[src/rtl/gmd_pkg.sv]
// ----------------------------------------------------------------------------
// gmd_pkg
// Shared types and constants for the grid maze depth-first solver.
// ----------------------------------------------------------------------------
package gmd_pkg;

    localparam int GRID_ROWS_DEF = 8;
    localparam int GRID_COLS_DEF = 8;
    localparam int CELLS         = 64;
    localparam int CELL_AW       = 6;
    localparam int STACK_W       = 8;
    localparam int DEPTH_W       = 7;

    localparam logic       OP_LOAD  = 1'b0;
    localparam logic       OP_SOLVE = 1'b1;

    localparam logic [2:0] KIND_OPEN  = 3'd0;
    localparam logic [2:0] KIND_WALL  = 3'd1;
    localparam logic [2:0] KIND_START = 3'd2;
    localparam logic [2:0] KIND_GOAL  = 3'd3;
    localparam logic [2:0] KIND_PATH  = 3'd4;

    localparam logic [1:0] MARK_NONE = 2'd0;
    localparam logic [1:0] MARK_PATH = 2'd1;
    localparam logic [1:0] MARK_DEAD = 2'd2;

    localparam logic [1:0] DIR_EAST  = 2'd0;
    localparam logic [1:0] DIR_WEST  = 2'd1;
    localparam logic [1:0] DIR_SOUTH = 2'd2;
    localparam logic [1:0] DIR_NORTH = 2'd3;
    localparam logic [2:0] DIR_DONE  = 3'd4;

    localparam logic [2:0] ADDR_ROWS = 3'd0;
    localparam logic [2:0] ADDR_COLS = 3'd4;

    typedef enum logic [3:0] {
        S_IDLE,
        S_SCAN,
        S_SCAN_END,
        S_INIT,
        S_TOP_RD,
        S_TOP_WT,
        S_NB,
        S_NB_WT,
        S_PUSH,
        S_EM_RD,
        S_EM_LD,
        S_NF
    } t_state;

    // neighbor unit result
    typedef struct packed {
        logic                ok;
        logic [CELL_AW-1:0]  addr;
    } t_nbr;

endpackage

[src/rtl/gmd_ram.sv]
// ----------------------------------------------------------------------------
// gmd_ram
// Generic single write port, single read port RAM with registered read.
// ----------------------------------------------------------------------------
module gmd_ram #(
    parameter int WIDTH = 8,
    parameter int DEPTH = 64
) (
    input  logic                     i_clk,
    input  logic                     i_we,
    input  logic [$clog2(DEPTH)-1:0] i_waddr,
    input  logic [WIDTH-1:0]         i_wdata,
    input  logic                     i_re,
    input  logic [$clog2(DEPTH)-1:0] i_raddr,
    output logic [WIDTH-1:0]         o_rdata
);

    logic [WIDTH-1:0] r_mem [DEPTH];
    logic [WIDTH-1:0] r_rdata;

    always_ff @(posedge i_clk) begin
        if (i_we) begin
            r_mem[i_waddr] <= i_wdata;
        end
        if (i_re) begin
            r_rdata <= r_mem[i_raddr];
        end
    end

    assign o_rdata = r_rdata;

endmodule

[src/rtl/gmd_nbr.sv]
// ----------------------------------------------------------------------------
// gmd_nbr
// Shared neighbor unit: next cell address in one direction, with bounds check.
// ----------------------------------------------------------------------------
module gmd_nbr (
    input  logic [gmd_pkg::CELL_AW-1:0] i_cell,
    input  logic [1:0]                  i_dir,
    input  logic [3:0]                  i_rows,
    input  logic [3:0]                  i_cols,
    output gmd_pkg::t_nbr               o_nbr
);

    logic [2:0] w_r;
    logic [2:0] w_c;
    logic [3:0] w_r1;
    logic [3:0] w_c1;

    assign w_r  = i_cell[5:3];
    assign w_c  = i_cell[2:0];
    assign w_r1 = {1'b0, w_r} + 4'd1;
    assign w_c1 = {1'b0, w_c} + 4'd1;

    always_comb begin
        o_nbr = '0;
        case (i_dir)
            gmd_pkg::DIR_EAST: begin
                o_nbr.ok   = (w_c1 < i_cols);
                o_nbr.addr = {w_r, w_c1[2:0]};
            end
            gmd_pkg::DIR_WEST: begin
                o_nbr.ok   = (w_c != 3'd0);
                o_nbr.addr = {w_r, w_c - 3'd1};
            end
            gmd_pkg::DIR_SOUTH: begin
                o_nbr.ok   = (w_r1 < i_rows);
                o_nbr.addr = {w_r1[2:0], w_c};
            end
            default: begin
                o_nbr.ok   = (w_r != 3'd0);
                o_nbr.addr = {w_r - 3'd1, w_c};
            end
        endcase
    end

endmodule

[src/rtl/grid_maze_dfs_solver.sv]
// ----------------------------------------------------------------------------
// grid_maze_dfs_solver
// Loads an 8x8 maze cell by cell and solves it by depth-first search.
//
//   channel   direction  handshake                  payload
//   input     in         i_in_valid / o_in_stall    op, cell_row, cell_col, cell_kind
//   output    out        o_out_valid / i_out_stall  found, out_row, out_col, out_kind, last
//   config    in         APB psel/penable/pwrite    rows_in_use @0, cols_in_use @4
//
// load transaction: the cell is written as it is accepted, and the input stays open for the next item
// solve: scans for the start while clearing the mark store, then tries
//   neighbors one at a time and steps back on dead ends, paced by the single
//   neighbor unit and the one read port of each store; emit reads then loads each cell
// reset clears control state and the per-cell valid bits of the maze store
// a stalled output holds the emit and the not-found result; input stays stalled until the run ends
// ----------------------------------------------------------------------------
module grid_maze_dfs_solver #(
    parameter int GRID_ROWS = gmd_pkg::GRID_ROWS_DEF,
    parameter int GRID_COLS = gmd_pkg::GRID_COLS_DEF
) (
    input  logic        i_clk,
    input  logic        i_rst_n,
    input  logic        psel,
    input  logic        penable,
    input  logic        pwrite,
    input  logic [2:0]  paddr,
    input  logic [31:0] pwdata,
    output logic [31:0] prdata,
    output logic        pready,
    input  logic        i_in_valid,
    output logic        o_in_stall,
    input  logic        i_op,
    input  logic [2:0]  i_cell_row,
    input  logic [2:0]  i_cell_col,
    input  logic [1:0]  i_cell_kind,
    output logic        o_out_valid,
    input  logic        i_out_stall,
    output logic        o_found,
    output logic [2:0]  o_out_row,
    output logic [2:0]  o_out_col,
    output logic [2:0]  o_out_kind,
    output logic        o_last
);

    localparam int AW = gmd_pkg::CELL_AW;

    gmd_pkg::t_state r_state, n_state;

    logic [3:0]            r_rows_raw, r_cols_raw;
    logic [3:0]            w_rows, w_cols;
    logic [gmd_pkg::CELLS-1:0] r_gvalid;
    logic                  r_gv_rd;
    logic [6:0]            r_addr, n_addr;
    logic                  r_scan_v, n_scan_v;
    logic [AW-1:0]         r_scan_a, n_scan_a;
    logic [AW-1:0]         r_start, n_start;
    logic                  r_have, n_have;
    logic [gmd_pkg::DEPTH_W-1:0] r_depth, n_depth;
    logic                  r_ret, n_ret;
    logic [AW-1:0]         r_cell, n_cell;
    logic [2:0]            r_k, n_k;
    logic [AW-1:0]         r_nbr, n_nbr;

    logic                  r_out_valid;
    logic                  r_found, r_last;
    logic [2:0]            r_orow, r_ocol, r_okind;

    // memory controls
    logic                  g_we, g_re;
    logic [AW-1:0]         g_waddr, g_raddr;
    logic [1:0]            g_wdata, g_rdata;
    logic                  m_we, m_re;
    logic [AW-1:0]         m_waddr, m_raddr;
    logic [1:0]            m_wdata, m_rdata;
    logic                  s_we, s_re;
    logic [AW-1:0]         s_waddr, s_raddr;
    logic [gmd_pkg::STACK_W-1:0] s_wdata, s_rdata;

    gmd_pkg::t_nbr         w_nbr;
    logic                  w_in_acc, w_out_free, w_load_out;
    logic                  n_found, n_last;
    logic [2:0]            n_orow, n_ocol, n_okind;
    logic [2:0]            w_gkind;
    logic                  w_start_hit, w_enter, w_em_last;
    logic                  w_cfg_wr;

    // ---------------- configuration ----------------
    assign pready   = 1'b1;
    assign w_cfg_wr = psel && penable && pwrite;

    always_ff @(posedge i_clk) begin
        if (!i_rst_n) begin
            r_rows_raw <= 4'd8;
            r_cols_raw <= 4'd8;
        end else if (w_cfg_wr) begin
            if (paddr == gmd_pkg::ADDR_ROWS) r_rows_raw <= pwdata[3:0];
            if (paddr == gmd_pkg::ADDR_COLS) r_cols_raw <= pwdata[3:0];
        end
    end

    always_comb begin
        prdata = '0;
        if (paddr == gmd_pkg::ADDR_ROWS) prdata = {28'd0, r_rows_raw};
        if (paddr == gmd_pkg::ADDR_COLS) prdata = {28'd0, r_cols_raw};
    end

    assign w_rows = (r_rows_raw == 4'd0) ? 4'd1 :
                    (r_rows_raw > 4'(GRID_ROWS)) ? 4'(GRID_ROWS) : r_rows_raw;
    assign w_cols = (r_cols_raw == 4'd0) ? 4'd1 :
                    (r_cols_raw > 4'(GRID_COLS)) ? 4'(GRID_COLS) : r_cols_raw;

    // ---------------- stores ----------------
    gmd_ram #(.WIDTH(2), .DEPTH(gmd_pkg::CELLS)) u_grid (
        .i_clk, .i_we(g_we), .i_waddr(g_waddr), .i_wdata(g_wdata),
        .i_re(g_re), .i_raddr(g_raddr), .o_rdata(g_rdata)
    );

    gmd_ram #(.WIDTH(2), .DEPTH(gmd_pkg::CELLS)) u_mark (
        .i_clk, .i_we(m_we), .i_waddr(m_waddr), .i_wdata(m_wdata),
        .i_re(m_re), .i_raddr(m_raddr), .o_rdata(m_rdata)
    );

    gmd_ram #(.WIDTH(gmd_pkg::STACK_W), .DEPTH(gmd_pkg::CELLS)) u_stack (
        .i_clk, .i_we(s_we), .i_waddr(s_waddr), .i_wdata(s_wdata),
        .i_re(s_re), .i_raddr(s_raddr), .o_rdata(s_rdata)
    );

    always_ff @(posedge i_clk) begin
        if (!i_rst_n) begin
            r_gvalid <= '0;
        end else if (g_we) begin
            r_gvalid[g_waddr] <= 1'b1;
        end
    end

    always_ff @(posedge i_clk) begin
        if (g_re) r_gv_rd <= r_gvalid[g_raddr];
    end

    // never-loaded cells read as open
    assign w_gkind = r_gv_rd ? {1'b0, g_rdata} : gmd_pkg::KIND_OPEN;

    gmd_nbr u_nbr (
        .i_cell(r_cell), .i_dir(r_k[1:0]), .i_rows(w_rows), .i_cols(w_cols),
        .o_nbr(w_nbr)
    );

    // ---------------- shared decode ----------------
    assign w_in_acc   = i_in_valid && !o_in_stall;
    assign w_out_free = !r_out_valid || !i_out_stall;
    assign w_start_hit = r_scan_v && (w_gkind == gmd_pkg::KIND_START) &&
                         ({1'b0, r_scan_a[5:3]} < w_rows) &&
                         ({1'b0, r_scan_a[2:0]} < w_cols);
    assign w_enter = (m_rdata == gmd_pkg::MARK_NONE) &&
                     ((w_gkind == gmd_pkg::KIND_OPEN) || (w_gkind == gmd_pkg::KIND_GOAL));
    assign w_em_last = ({1'b0, r_addr[5:3]} == w_rows - 4'd1) &&
                       ({1'b0, r_addr[2:0]} == w_cols - 4'd1);

    // ---------------- next state ----------------
    always_comb begin
        n_state = r_state;
        unique case (r_state)
            gmd_pkg::S_IDLE:
                if (w_in_acc && i_op == gmd_pkg::OP_SOLVE) n_state = gmd_pkg::S_SCAN;
            gmd_pkg::S_SCAN:
                if (r_addr == 7'd63) n_state = gmd_pkg::S_SCAN_END;
            gmd_pkg::S_SCAN_END:
                n_state = (r_have || w_start_hit) ? gmd_pkg::S_INIT : gmd_pkg::S_NF;
            gmd_pkg::S_INIT:   n_state = gmd_pkg::S_TOP_RD;
            gmd_pkg::S_TOP_RD: n_state = gmd_pkg::S_TOP_WT;
            gmd_pkg::S_TOP_WT: n_state = gmd_pkg::S_NB;
            gmd_pkg::S_NB:
                if (r_k == gmd_pkg::DIR_DONE) begin
                    n_state = (r_depth == 7'd1) ? gmd_pkg::S_NF : gmd_pkg::S_TOP_RD;
                end else if (w_nbr.ok) begin
                    n_state = gmd_pkg::S_NB_WT;
                end
            gmd_pkg::S_NB_WT:
                if (w_enter && w_gkind == gmd_pkg::KIND_GOAL) n_state = gmd_pkg::S_EM_RD;
                else if (w_enter) n_state = gmd_pkg::S_PUSH;
                else n_state = gmd_pkg::S_NB;
            gmd_pkg::S_PUSH:  n_state = gmd_pkg::S_NB;
            gmd_pkg::S_EM_RD: n_state = gmd_pkg::S_EM_LD;
            gmd_pkg::S_EM_LD:
                if (w_out_free) n_state = w_em_last ? gmd_pkg::S_IDLE : gmd_pkg::S_EM_RD;
            gmd_pkg::S_NF:
                if (w_out_free) n_state = gmd_pkg::S_IDLE;
            default: n_state = gmd_pkg::S_IDLE;
        endcase
    end

    // ---------------- outputs and datapath ----------------
    always_comb begin
        o_in_stall = (r_state != gmd_pkg::S_IDLE);
        g_we = 1'b0; g_waddr = {i_cell_row, i_cell_col}; g_wdata = i_cell_kind;
        g_re = 1'b0; g_raddr = r_addr[5:0];
        m_we = 1'b0; m_waddr = r_addr[5:0]; m_wdata = gmd_pkg::MARK_NONE;
        m_re = 1'b0; m_raddr = r_addr[5:0];
        s_we = 1'b0; s_waddr = '0; s_wdata = '0;
        s_re = 1'b0; s_raddr = r_depth[5:0] - 6'd1;
        n_addr = r_addr; n_scan_v = r_scan_v; n_scan_a = r_scan_a;
        n_start = r_start; n_have = r_have; n_depth = r_depth; n_ret = r_ret;
        n_cell = r_cell; n_k = r_k; n_nbr = r_nbr;
        w_load_out = 1'b0;
        n_found = 1'b0; n_orow = 3'd0; n_ocol = 3'd0;
        n_okind = gmd_pkg::KIND_OPEN; n_last = 1'b1;

        unique case (r_state)
            gmd_pkg::S_IDLE: begin
                if (w_in_acc && i_op == gmd_pkg::OP_LOAD &&
                    {1'b0, i_cell_row} < 4'(GRID_ROWS) &&
                    {1'b0, i_cell_col} < 4'(GRID_COLS)) begin
                    g_we = 1'b1;
                end
                n_addr = '0; n_scan_v = 1'b0; n_have = 1'b0;
            end
            gmd_pkg::S_SCAN: begin
                g_re = 1'b1;
                m_we = 1'b1;
                n_scan_v = 1'b1;
                n_scan_a = r_addr[5:0];
                n_addr = r_addr + 7'd1;
                if (w_start_hit) begin
                    n_start = r_scan_a; n_have = 1'b1;
                end
            end
            gmd_pkg::S_SCAN_END: begin
                n_scan_v = 1'b0;
                if (w_start_hit) begin
                    n_start = r_scan_a; n_have = 1'b1;
                end
            end
            gmd_pkg::S_INIT: begin
                s_we = 1'b1; s_waddr = '0; s_wdata = {2'b00, r_start};
                m_we = 1'b1; m_waddr = r_start; m_wdata = gmd_pkg::MARK_PATH;
                n_depth = 7'd1; n_ret = 1'b0;
            end
            gmd_pkg::S_TOP_RD: s_re = 1'b1;
            gmd_pkg::S_TOP_WT: begin
                n_cell = s_rdata[5:0];
                n_k = r_ret ? ({1'b0, s_rdata[7:6]} + 3'd1) : 3'd0;
            end
            gmd_pkg::S_NB: begin
                if (r_k == gmd_pkg::DIR_DONE) begin
                    // dead end, keep it closed for the rest of this search
                    m_we = 1'b1; m_waddr = r_cell; m_wdata = gmd_pkg::MARK_DEAD;
                    n_depth = r_depth - 7'd1; n_ret = 1'b1;
                end else if (w_nbr.ok) begin
                    g_re = 1'b1; g_raddr = w_nbr.addr;
                    m_re = 1'b1; m_raddr = w_nbr.addr;
                    n_nbr = w_nbr.addr;
                end else begin
                    n_k = r_k + 3'd1;
                end
            end
            gmd_pkg::S_NB_WT: begin
                n_addr = '0;
                if (w_enter && w_gkind != gmd_pkg::KIND_GOAL) begin
                    s_we = 1'b1; s_waddr = r_depth[5:0] - 6'd1;
                    s_wdata = {r_k[1:0], r_cell};
                end else if (!w_enter) begin
                    n_k = r_k + 3'd1;
                end
            end
            gmd_pkg::S_PUSH: begin
                n_ret = 1'b0; n_k = 3'd0;
                if (r_depth < 7'd64) begin
                    s_we = 1'b1; s_waddr = r_depth[5:0]; s_wdata = {2'b00, r_nbr};
                    m_we = 1'b1; m_waddr = r_nbr; m_wdata = gmd_pkg::MARK_PATH;
                    n_depth = r_depth + 7'd1;
                    n_cell = r_nbr;
                end
            end
            gmd_pkg::S_EM_RD: begin
                g_re = 1'b1;
                m_re = 1'b1;
            end
            gmd_pkg::S_EM_LD: begin
                w_load_out = w_out_free;
                n_found = 1'b1;
                n_orow = r_addr[5:3];
                n_ocol = r_addr[2:0];
                n_last = w_em_last;
                if (m_rdata == gmd_pkg::MARK_PATH) begin
                    n_okind = (r_addr[5:0] == r_start) ? gmd_pkg::KIND_START
                                                       : gmd_pkg::KIND_PATH;
                end else begin
                    n_okind = w_gkind;
                end
                if (w_out_free) begin
                    if ({1'b0, r_addr[2:0]} == w_cols - 4'd1) begin
                        n_addr = {1'b0, r_addr[5:3] + 3'd1, 3'd0};
                    end else begin
                        n_addr = r_addr + 7'd1;
                    end
                end
            end
            gmd_pkg::S_NF: begin
                w_load_out = w_out_free;
                n_depth = '0;
            end
            default: ;
        endcase
    end

    always_ff @(posedge i_clk) begin
        if (!i_rst_n) begin
            r_state     <= gmd_pkg::S_IDLE;
            r_out_valid <= 1'b0;
            r_depth     <= '0;
            r_scan_v    <= 1'b0;
            r_have      <= 1'b0;
            r_ret       <= 1'b0;
        end else begin
            r_state  <= n_state;
            r_depth  <= n_depth;
            r_scan_v <= n_scan_v;
            r_have   <= n_have;
            r_ret    <= n_ret;
            if (w_load_out) r_out_valid <= 1'b1;
            else if (!i_out_stall) r_out_valid <= 1'b0;
        end
    end

    always_ff @(posedge i_clk) begin
        r_addr   <= n_addr;
        r_scan_a <= n_scan_a;
        r_start  <= n_start;
        r_cell   <= n_cell;
        r_k      <= n_k;
        r_nbr    <= n_nbr;
        if (w_load_out) begin
            r_found <= n_found;
            r_orow  <= n_orow;
            r_ocol  <= n_ocol;
            r_okind <= n_okind;
            r_last  <= n_last;
        end
    end

    assign o_out_valid = r_out_valid;
    assign o_found     = r_found;
    assign o_out_row   = r_orow;
    assign o_out_col   = r_ocol;
    assign o_out_kind  = r_okind;
    assign o_last      = r_last;

`ifndef NO_ASSERTIONS
    a_depth_bound: assert property (@(posedge i_clk) disable iff (!i_rst_n)
        r_depth <= 7'd64)
        else $error("path depth beyond store size");

    a_nf_result: assert property (@(posedge i_clk) disable iff (!i_rst_n)
        (r_state == gmd_pkg::S_NF) && w_out_free |=> o_out_valid && o_last && !o_found)
        else $error("not-found result malformed");

    a_nf_last: assert property (@(posedge i_clk) disable iff (!i_rst_n)
        o_out_valid && !o_found |-> o_last)
        else $error("not-found transaction without last");

    a_search_depth: assert property (@(posedge i_clk) disable iff (!i_rst_n)
        (r_state == gmd_pkg::S_NB) || (r_state == gmd_pkg::S_NB_WT) |-> r_depth != 7'd0)
        else $error("search running with empty path");
`endif

endmodule
[config.mk]
export PLATFORM = sky130hd
export DESIGN_NAME = grid_maze_dfs_solver
export DESIGN_NICKNAME = d
export VERILOG_FILES = /design/src/rtl/gmd_pkg.sv /design/src/rtl/gmd_ram.sv /design/src/rtl/gmd_nbr.sv /design/src/rtl/grid_maze_dfs_solver.sv
export SDC_FILE = /design/constraint.sdc
export NUM_CORES = 1
export LEC_CHECK = 0
export ABC_CLOCK_PERIOD_IN_PS = 4100
export BUFFER_PORTS_ARGS = -buffer_cell sky130_fd_sc_hd__buf_2
export CORE_MARGIN = 10
export CORE_UTILIZATION = 30
export DETAILED_ROUTE_END_ITERATION = 10
export SYNTH_ARGS = -nofsm -noshare
export SYNTH_HDL_FRONTEND = slang
export SYNTH_SLANG_ARGS = --single-unit
[constraint.sdc]
create_clock -name i_clk -period 4.1 [get_ports i_clk]
set_clock_uncertainty 0.1 [all_clocks]
set_input_delay 0.41 -clock i_clk [delete_from_list [all_inputs] [get_ports i_clk]]
set_output_delay 0.41 -clock i_clk [all_outputs]
set_load 0.01 [all_outputs]
==> metrics.cfg, run 1 <==
[clock_tree]
cts.sinks = 913
numCtsBuffers = 92
cts.clk_slew.worst_paths_ns = 0.06
clockBufferDepth = 3
cts_tree = yes
cts-root-buf = clkbuf_16
clk_latency_ns = 0.66
cts_max_level = 3

[setup_path]
criticalPathCategory = reg -> reg
crit_required_ns = 4.41
worstSetupStartpointType = register
crit_fanout = 7
crit_top_cell = buf_4
slowest_stage = edfxtp_1
worstSetupEndpointType = register
path_cells = buf_4 > buf_4 > and3_4 > ha_4 > buf_4 > a2111oi_4 > buf_4 > o32ai_4 > or3_4 > a211oi_4 > buf_6 > buf_12 > buf_4 > a32o_1 > o311ai_4 > a32o_1
slowest_delay_ns = 0.45
r2r_setup_slack_ns = 0.07
cp.arrival_ns = 4.34

[timing]
worst_pin_slew_ns = 0.9537
setup_violations = 0
slew_violations = 0
slew_headroom_pct = 36.26
fin_crit_ns = 4.031
fmax_mhz = 248.1
hold-worst-slack_ns = 0.08007
rsz0062_at_grt = true
final_hold_viol_count = 0
finalCritPeriodShare_pct = 98.31

[detailed_routing]
routedWlPerCell_um = 21.71
postRouteAntennaNets = 0
viasPerCell = 5.090
vias = 22930
dr.pass1.iters = 6
routed_wl_um = 97820
drt-initial-drc-count = 2174
drc = 0

[global_routing]
grt_use_total_pct = 13.30
antenna_found_initial = 6
use_met1_pct = 18.34
grt_busiest_layer = met2
first_global_vias = 22780
grt_use_met3_pct = 2.630
grt_pass1_wl_um = 145400
overflow = 0
grt_max_degree = 66
use_met2_pct = 20.99

[floorplanning]
initial_core_util_pct = 30.20
dieHeight_um = 378.5
rows = 131
dieWidth_um = 378.5
io_pins = 97
die-area_um2 = 143300
design.core.area_um2 = 127700

[logic_synthesis]
yosysSeqAreaShare_pct = 68.85
ys_ff_latch = 913
synth_warnings = 0
synth-edff-count = 826
syn_avg_cell_area_um2 = 15.14
async_flop_share_pct = 0
ys.flop_type = edfxtp_1
synth.distinct_cells = 81
syn_inst = 2546
synth.cell_area_um2 = 38550

[run]
maxCapViolations = 0

[finish]
ff_latch_area_um2 = 26550
drive_above_1_share_pct = 24.35
fillers = 11980
multi_input_area_um2 = 11590
syn2layout_area_growth_pct = 18.44
nNetsFinal = 2847

[power_and_ir_drop]
p_per_area_nw_per_um2 = 579.4
vdd_ir_drop_max_mv = 0.3843
p_leak_nw = 14.16
total_power_w = 0.02646

[placed_design]
io_buffers = 39
gp_congestion = 0.8403
dp.final_hpwl_um = 63330

[outcome]
outcome = finished clean

[hold_path]
hold_path.class = in -> reg

-- what timing repair did --
action | CTS | global route
pin swaps | 3 | 34
hold buffers | 4 | 0
setup buffers | 1 | 11
endpoints found under the setup margin | 5 | 5
gates cloned | 1 | 1
endpoints found under the hold margin | 8 | 0
resized for setup | 13 | 51
-- where the power goes --
group / switching, W / internal, W / total (W) / leakage (nW)
registers: 0.000180 / 0.0106 / 0.0108 / 7.62
clock network: 0.00359 / 0.00477 / 0.00836 / 1.45
logic: 0.00428 / 0.00305 / 0.00733 / 5.09
-- cell usage after synthesis (11+ instances only) --
cell	number	share of area (%)
xnor2_1	18	0.41
buf_1	14	0.14
buf_4	35	0.68
o21a_1	23	0.45
a32o_1	12	0.31
mux2_2	16	0.47
inv_1	23	0.22
nor2_1	356	3.5
clkbuf_1	128	1.2
o21ai_1	34	0.44
a221oi_1	17	0.39
nor2b_1	11	0.18
mux2i_1	51	1.3
nor3_1	20	0.26
o21ai_0	96	1.2
edfxtp_1	826	64
mux4_2	169	9.9
nand2_1	143	1.4
nand3_1	156	2.0
ha_1	30	0.97
nand4_1	28	0.45
a31oi_1	35	0.57
a21oi_1	23	0.30
dfxtp_1	87	4.5
-- area by class of cell --
class / count / area share (%)
sequential: 913 / 58.14
inverter: 23 / 0.1891
multi-input combinational: 1449 / 25.39
tap: 1662 / 4.554
clock inverter: 55 / 1.189
antenna: 1 / 0.005480
timing repair buffer: 287 / 5.168
clock buffer: 115 / 5.365
-- layer usage --
metal  share of wire (%)  vias to the layer above
met5               0.013                        -
met3                 7.1                      168
met1                  43                    11690
met2                  47                      806
met4                 2.7                        2
li1                    -                    10270
-- stage by stage --
| stage | instances | area (um^2) | util [%] | setup TNS (ns) | setup WS, ns |
|---|---|---|---|---|---|
| after floorplan | 2573 | 38670 | - | 0 | 0.1052 |
| after global placement | 4316 | 42170 | 33.02 | -0.3846 | -0.09055 |
| after detailed placement | 4316 | 42170 | 33.02 | -0.6653 | -0.1535 |
| after CTS | 4492 | 45270 | 35.46 | 0 | 0.02249 |
| after global routing | 4504 | 45660 | 35.76 | -0.2714 | -0.06548 |
| final | 4505 | 45660 | 35.76 | 0 | 0.06930 |
-- critical path, delay by kind of cell, from the launching register on --
kind            cells  cell delay [ns]
simple gates        2             0.61
fa+ha+maj           1             0.21
buf+inv             7             1.03
compound gates      6             1.37
flops               1             0.45
-- placed cells by master (no fill, tap or decap), types with 8 or more instances in the layout --
| cell type | netlist | layout |
|---|---|---|
| nand3_1 | 156 | 154 |
| and3_1 | 10 | 9 |
| clkbuf_16 | 0 | 94 |
| dfxtp_1 | 87 | 86 |
| buf_2 | 8 | 39 |
| mux4_2 | 169 | 169 |
| nor2b_1 | 11 | 10 |
| bufinv_16 | 0 | 8 |
| nand2_1 | 143 | 141 |
| clkinv_1 | 0 | 21 |
| mux2_1 | 10 | 10 |
| buf_12 | 0 | 19 |
| ha_1 | 30 | 22 |
| xor2_1 | 9 | 9 |
| a211oi_1 | 8 | 8 |
| clkinv_2 | 0 | 12 |
| mux2i_1 | 51 | 49 |
| mux2_2 | 16 | 16 |
| a221oi_2 | 2 | 8 |
| o21ai_0 | 96 | 95 |
| conb_1 | 2 | 29 |
| clkbuf_1 | 128 | 18 |
| o21a_1 | 23 | 23 |
| nor2_1 | 356 | 352 |
| a21oi_1 | 23 | 22 |
| nor3_1 | 20 | 19 |
| nand4_1 | 28 | 28 |
| buf_4 | 35 | 214 |
| edfxtp_1 | 826 | 826 |
| a221oi_1 | 17 | 11 |
| a32o_1 | 12 | 11 |
| buf_6 | 3 | 10 |
| a31oi_1 | 35 | 31 |
| o21ai_1 | 34 | 32 |
| xnor2_1 | 18 | 15 |
| inv_1 | 23 | 18 |
-- kinds of logic (layout without fill, tap and decap cells) --
logic type                 Yosys count  in the layout  share of synthesized area, %
xor gates and xnor gates            27             27                        0.6134
adders and majority gates           30             30                        0.9736
other                                2             30                       0.01948
buffers and inverters              211            480                         2.479
muxes                              253            253                         12.22
DFF                                913            913                         68.85
AOI/OAI and AO/OA                  342            342                         6.075
and+or+nand+nor                    768            768                         8.762
-- state kept, by name (all words and copies together) (netlist names), 4 cells and up --
signal / flops
r_depth: 7
r_rows_raw: 4
r_cols_raw: 4
u_stack.o_rdata: 8
r_gvalid: 64
r_addr: 7
r_scan_a: 6
r_start: 6
u_stack.r_mem: 512
r_state: 4
r_nbr: 6
u_grid.r_mem: 128
u_mark.r_mem: 128
r_cell: 6
-- final timing paths --
check	endpoint	start	cells after the start
setup / recovery	r_gv_rd	r_cell[3]	16
hold / removal	o_out_valid	i_rst_n	3
setup reg to reg	r_gv_rd	r_cell[3]	16
hold reg to reg	r_start[3]	r_scan_a[3]	0
(Power assumes the default switching activity.)
==> run 2: changes to the inputs <==
--- a/config.mk
+++ b/config.mk
@@ -5,6 +5,7 @@
 export SDC_FILE = /design/constraint.sdc
 export NUM_CORES = 1
 export LEC_CHECK = 0
+export ABC_AREA = 1
 export ABC_CLOCK_PERIOD_IN_PS = 4100
 export BUFFER_PORTS_ARGS = -buffer_cell sky130_fd_sc_hd__buf_2
 export CORE_MARGIN = 10
==> run 2 against run 1 <==
Effect of this change:
- cell count is 23% higher
- first-iteration DRC count is 14% higher
- largest cell class unchanged
- wire length is 3.1% higher
- register-to-register slack better by 0.12 ns
- die area is 3.4% higher
==> metrics.cfg, run 2 <==
[global_routing]
overflow = 0  ; unchanged
antenna_found_initial = 1  ; -5
first_global_vias = 25530  ; +12%
grt_max_degree = 193  ; +190%
grt_pass1_wl_um = 152600  ; +4.9%
grt_use_total_pct = 13.14  ; -0.16 points

[logic_synthesis]
synth_warnings = 0  ; unchanged
syn_inst = 3638  ; +43%
yosysSeqAreaShare_pct = 66.49  ; -2.4 points
ys_ff_latch = 913  ; unchanged
yosysMostFrequentCell = edfxtp_1
synth-edff-count = 826  ; unchanged
async_flop_share_pct = 0  ; unchanged
ys.flop_type = edfxtp_1
synth_area_leaders = edfxtp_1 (62%), nor2_1 (5.9%), nand3_1 (5.1%), dfxtp_1 (4.4%), nand2_1 (4.2%)
synth_top_cell_area_share_pct = 62.13  ; -2.2 points
ys_top_cells_by_count = edfxtp_1 (826), nor2_1 (626), nand2_1 (443)
syn_avg_cell_area_um2 = 10.97  ; -28%
synth.cell_area_um2 = 39920  ; +3.6%
synth.distinct_cells = 56  ; -31%
yosys.area.top_type = edfxtp_1

[timing]
finalCritPeriodShare_pct = 95.49  ; -2.8 points
slew_headroom_pct = 30.97  ; -5.3 points
slew_violations = 0  ; unchanged
final_hold_viol_count = 0  ; unchanged
finalSetupTns_ns = 0  ; unchanged
fin_crit_ns = 3.915  ; -0.1157 ns
fmax_mhz = 255.4  ; +3.0%
rsz0062_at_grt = true
setup_violations = 0  ; unchanged
setup_slack_ns = 0.1850  ; +0.1157 ns
worst_pin_slew_ns = 1.034  ; +0.08065 ns

[setup_path]
cp.arrival_ns = 4.25  ; -0.09 ns
r2r_start = r_cell[3]
setup.worst_path.end = u_grid.o_rdata[0]
crit_start = r_cell[3]
slowest_delay_ns = 0.50  ; +0.05 ns
criticalPathCategory = reg -> reg
r2r_setup_slack_ns = 0.19  ; +0.12 ns
crit_top_cell = nand2_1
slowest_stage = edfxtp_1
worstSetupEndpointType = register
r2r_end = u_grid.o_rdata[0]
worstSetupStartpointType = register
path_cells = inv_1 > ha_1 > ha_1 > nand2_1 > nand2_1 > nand2_1 > nand2_1 > nand3_1 > nand3_4 > clkinv_2 > nand2_1 > nand2_1 > clkinvlp_4 > nand3_1 > nand3_1 > nand3_1 > nand2_1
crit_fanout = 20  ; +13
crit_required_ns = 4.43  ; +0.02 ns
r2r_cells = 17  ; +1

[clock_tree]
cts_tree = yes
cts_max_level = 3  ; unchanged
cts.sinks = 913  ; unchanged
clockBufferDepth = 3  ; unchanged
cts-root-buf = clkbuf_16
clk_latency_ns = 0.67  ; about the same
post-cts-setup-buffers = 0  ; -1
cts.clk_slew.worst_paths_ns = 0.06  ; about the same
numCtsBuffers = 88  ; -4.3%

[floorplanning]
dieHeight_um = 384.8  ; +1.7%
die-area_um2 = 148100  ; +3.4%
dieWidth_um = 384.8  ; +1.7%
io_pins = 97  ; unchanged
rows = 133  ; +1.5%
design.core.area_um2 = 131800  ; +3.2%
initial_core_util_pct = 30.29  ; +0.096 points

[detailed_routing]
drc = 0  ; unchanged
viasPerCell = 4.866  ; -4.4%
postRouteAntennaNets = 0  ; unchanged
routedWlPerCell_um = 18.18  ; -16%
routed_wl_um = 100800  ; +3.1%
dr.pass1.iters = 5  ; -1
vias = 26990  ; +18%
drt-initial-drc-count = 2472  ; +14%

[power_and_ir_drop]
pwr-share-clk_pct = 33.2  ; +1.6 points
p_per_area_nw_per_um2 = 523.0  ; -9.7%
combPwrFrac_pct = 22.8  ; -4.9 points
seqPwrFrac_pct = 44.0  ; +3.3 points
p_sw_share_pct = 31.24  ; +0.81 points
p_leak_nw = 17.23  ; +22%
vdd_ir_drop_max_mv = 0.3683  ; -4.2%
p_int_w = 0.01640  ; -11%
total_power_w = 0.02384  ; -9.9%
switchingPower_w = 0.007450  ; -7.5%

[placed_design]
dp.final_hpwl_um = 60600  ; -4.3%
io_buffers = 39  ; unchanged
place_ws_ns = 0.05537  ; +0.2088 ns
placed_area_um2 = 42710  ; +1.3%
gp_congestion = 0.8843  ; +5.2%

[finish]
stdcell_area_um2 = 45590  ; -0.15%
final_common_cell = edfxtp_1
drive_above_1_share_pct = 9.103  ; -15 points
fillers = 13060  ; +9.0%
largest_register_ffs = 512  ; unchanged
syn2layout_area_growth_pct = 14.20
layout_common_cells = edfxtp_1 (826), nor2_1 (622), nand2_1 (441)
top_regs = u_stack.r_mem: 512 flops, u_grid.r_mem: 128 flops, u_mark.r_mem: 128 flops
nNetsFinal = 3800  ; +33%
top_register = u_stack.r_mem

[hold_path]
hold_path_startpoint = penable
hold_path.class = in -> reg

[run]
maxCapViolations = 0  ; unchanged

[outcome]
outcome = finished clean

## run 2: changes by cell type after synthesis, moves of 53 or more
| cell | previous run | this run |
|---|---|---|
| inv_1 | 23 | 389 |
| nand3_1 | 156 | 406 |
| nand2_1 | 143 | 443 |
| o32ai_1 | 0 | 53 |
| mux4_2 | 169 | 0 |
| o221ai_1 | 0 | 79 |
| o21ai_0 | 96 | 172 |
| nor2_1 | 356 | 626 |
## run 2: worst max-delay path: cells and delay by family, from the launching register on
kind / cells / cell delay, ns
buf+inv: 3 / 0.90
simple gates: 12 / 1.57
flops: 1 / 0.50
fa+ha+maj: 2 / 0.58
## run 2: power groups by stage
stage / clock [W] / sequential [W] / combinational [W]
floorplan: 0 / 0.0106 / 0.00363
global placement: 0 / 0.0107 / 0.00534
detailed placement: 0 / 0.0107 / 0.00539
CTS: 0.00808 / 0.0105 / 0.00541
global route: 0.00846 / 0.0105 / 0.00596
finish: 0.00792 / 0.0105 / 0.00543
## run 2: layer usage
metal	GRT usage, %	up-vias	wire length [um]
met5	0	-	0
met3	2.157	161	6581
met2	20.91	842	46160
met4	4.208	0	2501
li1	-	12800	-
met1	18.18	13190	45600
## run 2: how the worst min path moves through the flow
stage	to	slack [ns]	cells past startpoint
2_1_floorplan	r_start[0]	0.32	0
3_3_place_gp	r_start[5]	0.34	0
3_5_place_dp	r_start[3]	0.35	0
4_1_cts	r_cols_raw[3]	0.04	4
5_1_grt	r_rows_raw[3]	0.12	4
6_report	r_cols_raw[3]	0.08	4
## run 2: what timing repair did
action,CTS,global route
endpoints found under the setup margin,0,21
gates resized for setup,0,7
hold buffers,7,0
hold endpoints to repair,9,0
## run 2: per-stage QoR
| step | util (%) | cells | hold WS [ns] |
|---|---|---|---|
| global placement | 32.40 | 5376 | 0.3392 |
| finish | 34.59 | 5547 | 0.07863 |
| CTS | 34.55 | 5544 | 0.03786 |
| detailed placement | 32.40 | 5376 | 0.3457 |
| floorplan | - | 3665 | 0.3208 |
| global route | 34.59 | 5547 | 0.1168 |
## run 2: kinds of logic (layout without fill, tap and decap cells)
logic type | after synthesis | after routing | share of synthesized area, %
AND/OR/NAND/NOR | 1544 | 1544 | 16.37
flip-flops | 913 | 913 | 66.49
buffers and inverters | 616 | 740 | 6.397
AO/OA/AOI/OAI | 438 | 439 | 7.456
multiplexers | 77 | 77 | 1.934
adder cells (fa/ha/maj) | 30 | 30 | 0.9402
XOR/XNOR | 18 | 18 | 0.3949
other | 2 | 31 | 0.01881
## run 2: cell type report
type                       count  area, um^2  area share [%]
sequential                   913       26550           58.23
multi-input combinational   2137       11100           24.34
clock buffer                 120        2414           5.294
tap                         1755        2196           4.816
inverter                     405        1533           3.362
timing repair buffer         174        1446           3.172
clock inverter                41       350.3          0.7684
antenna                        2       5.005         0.01098
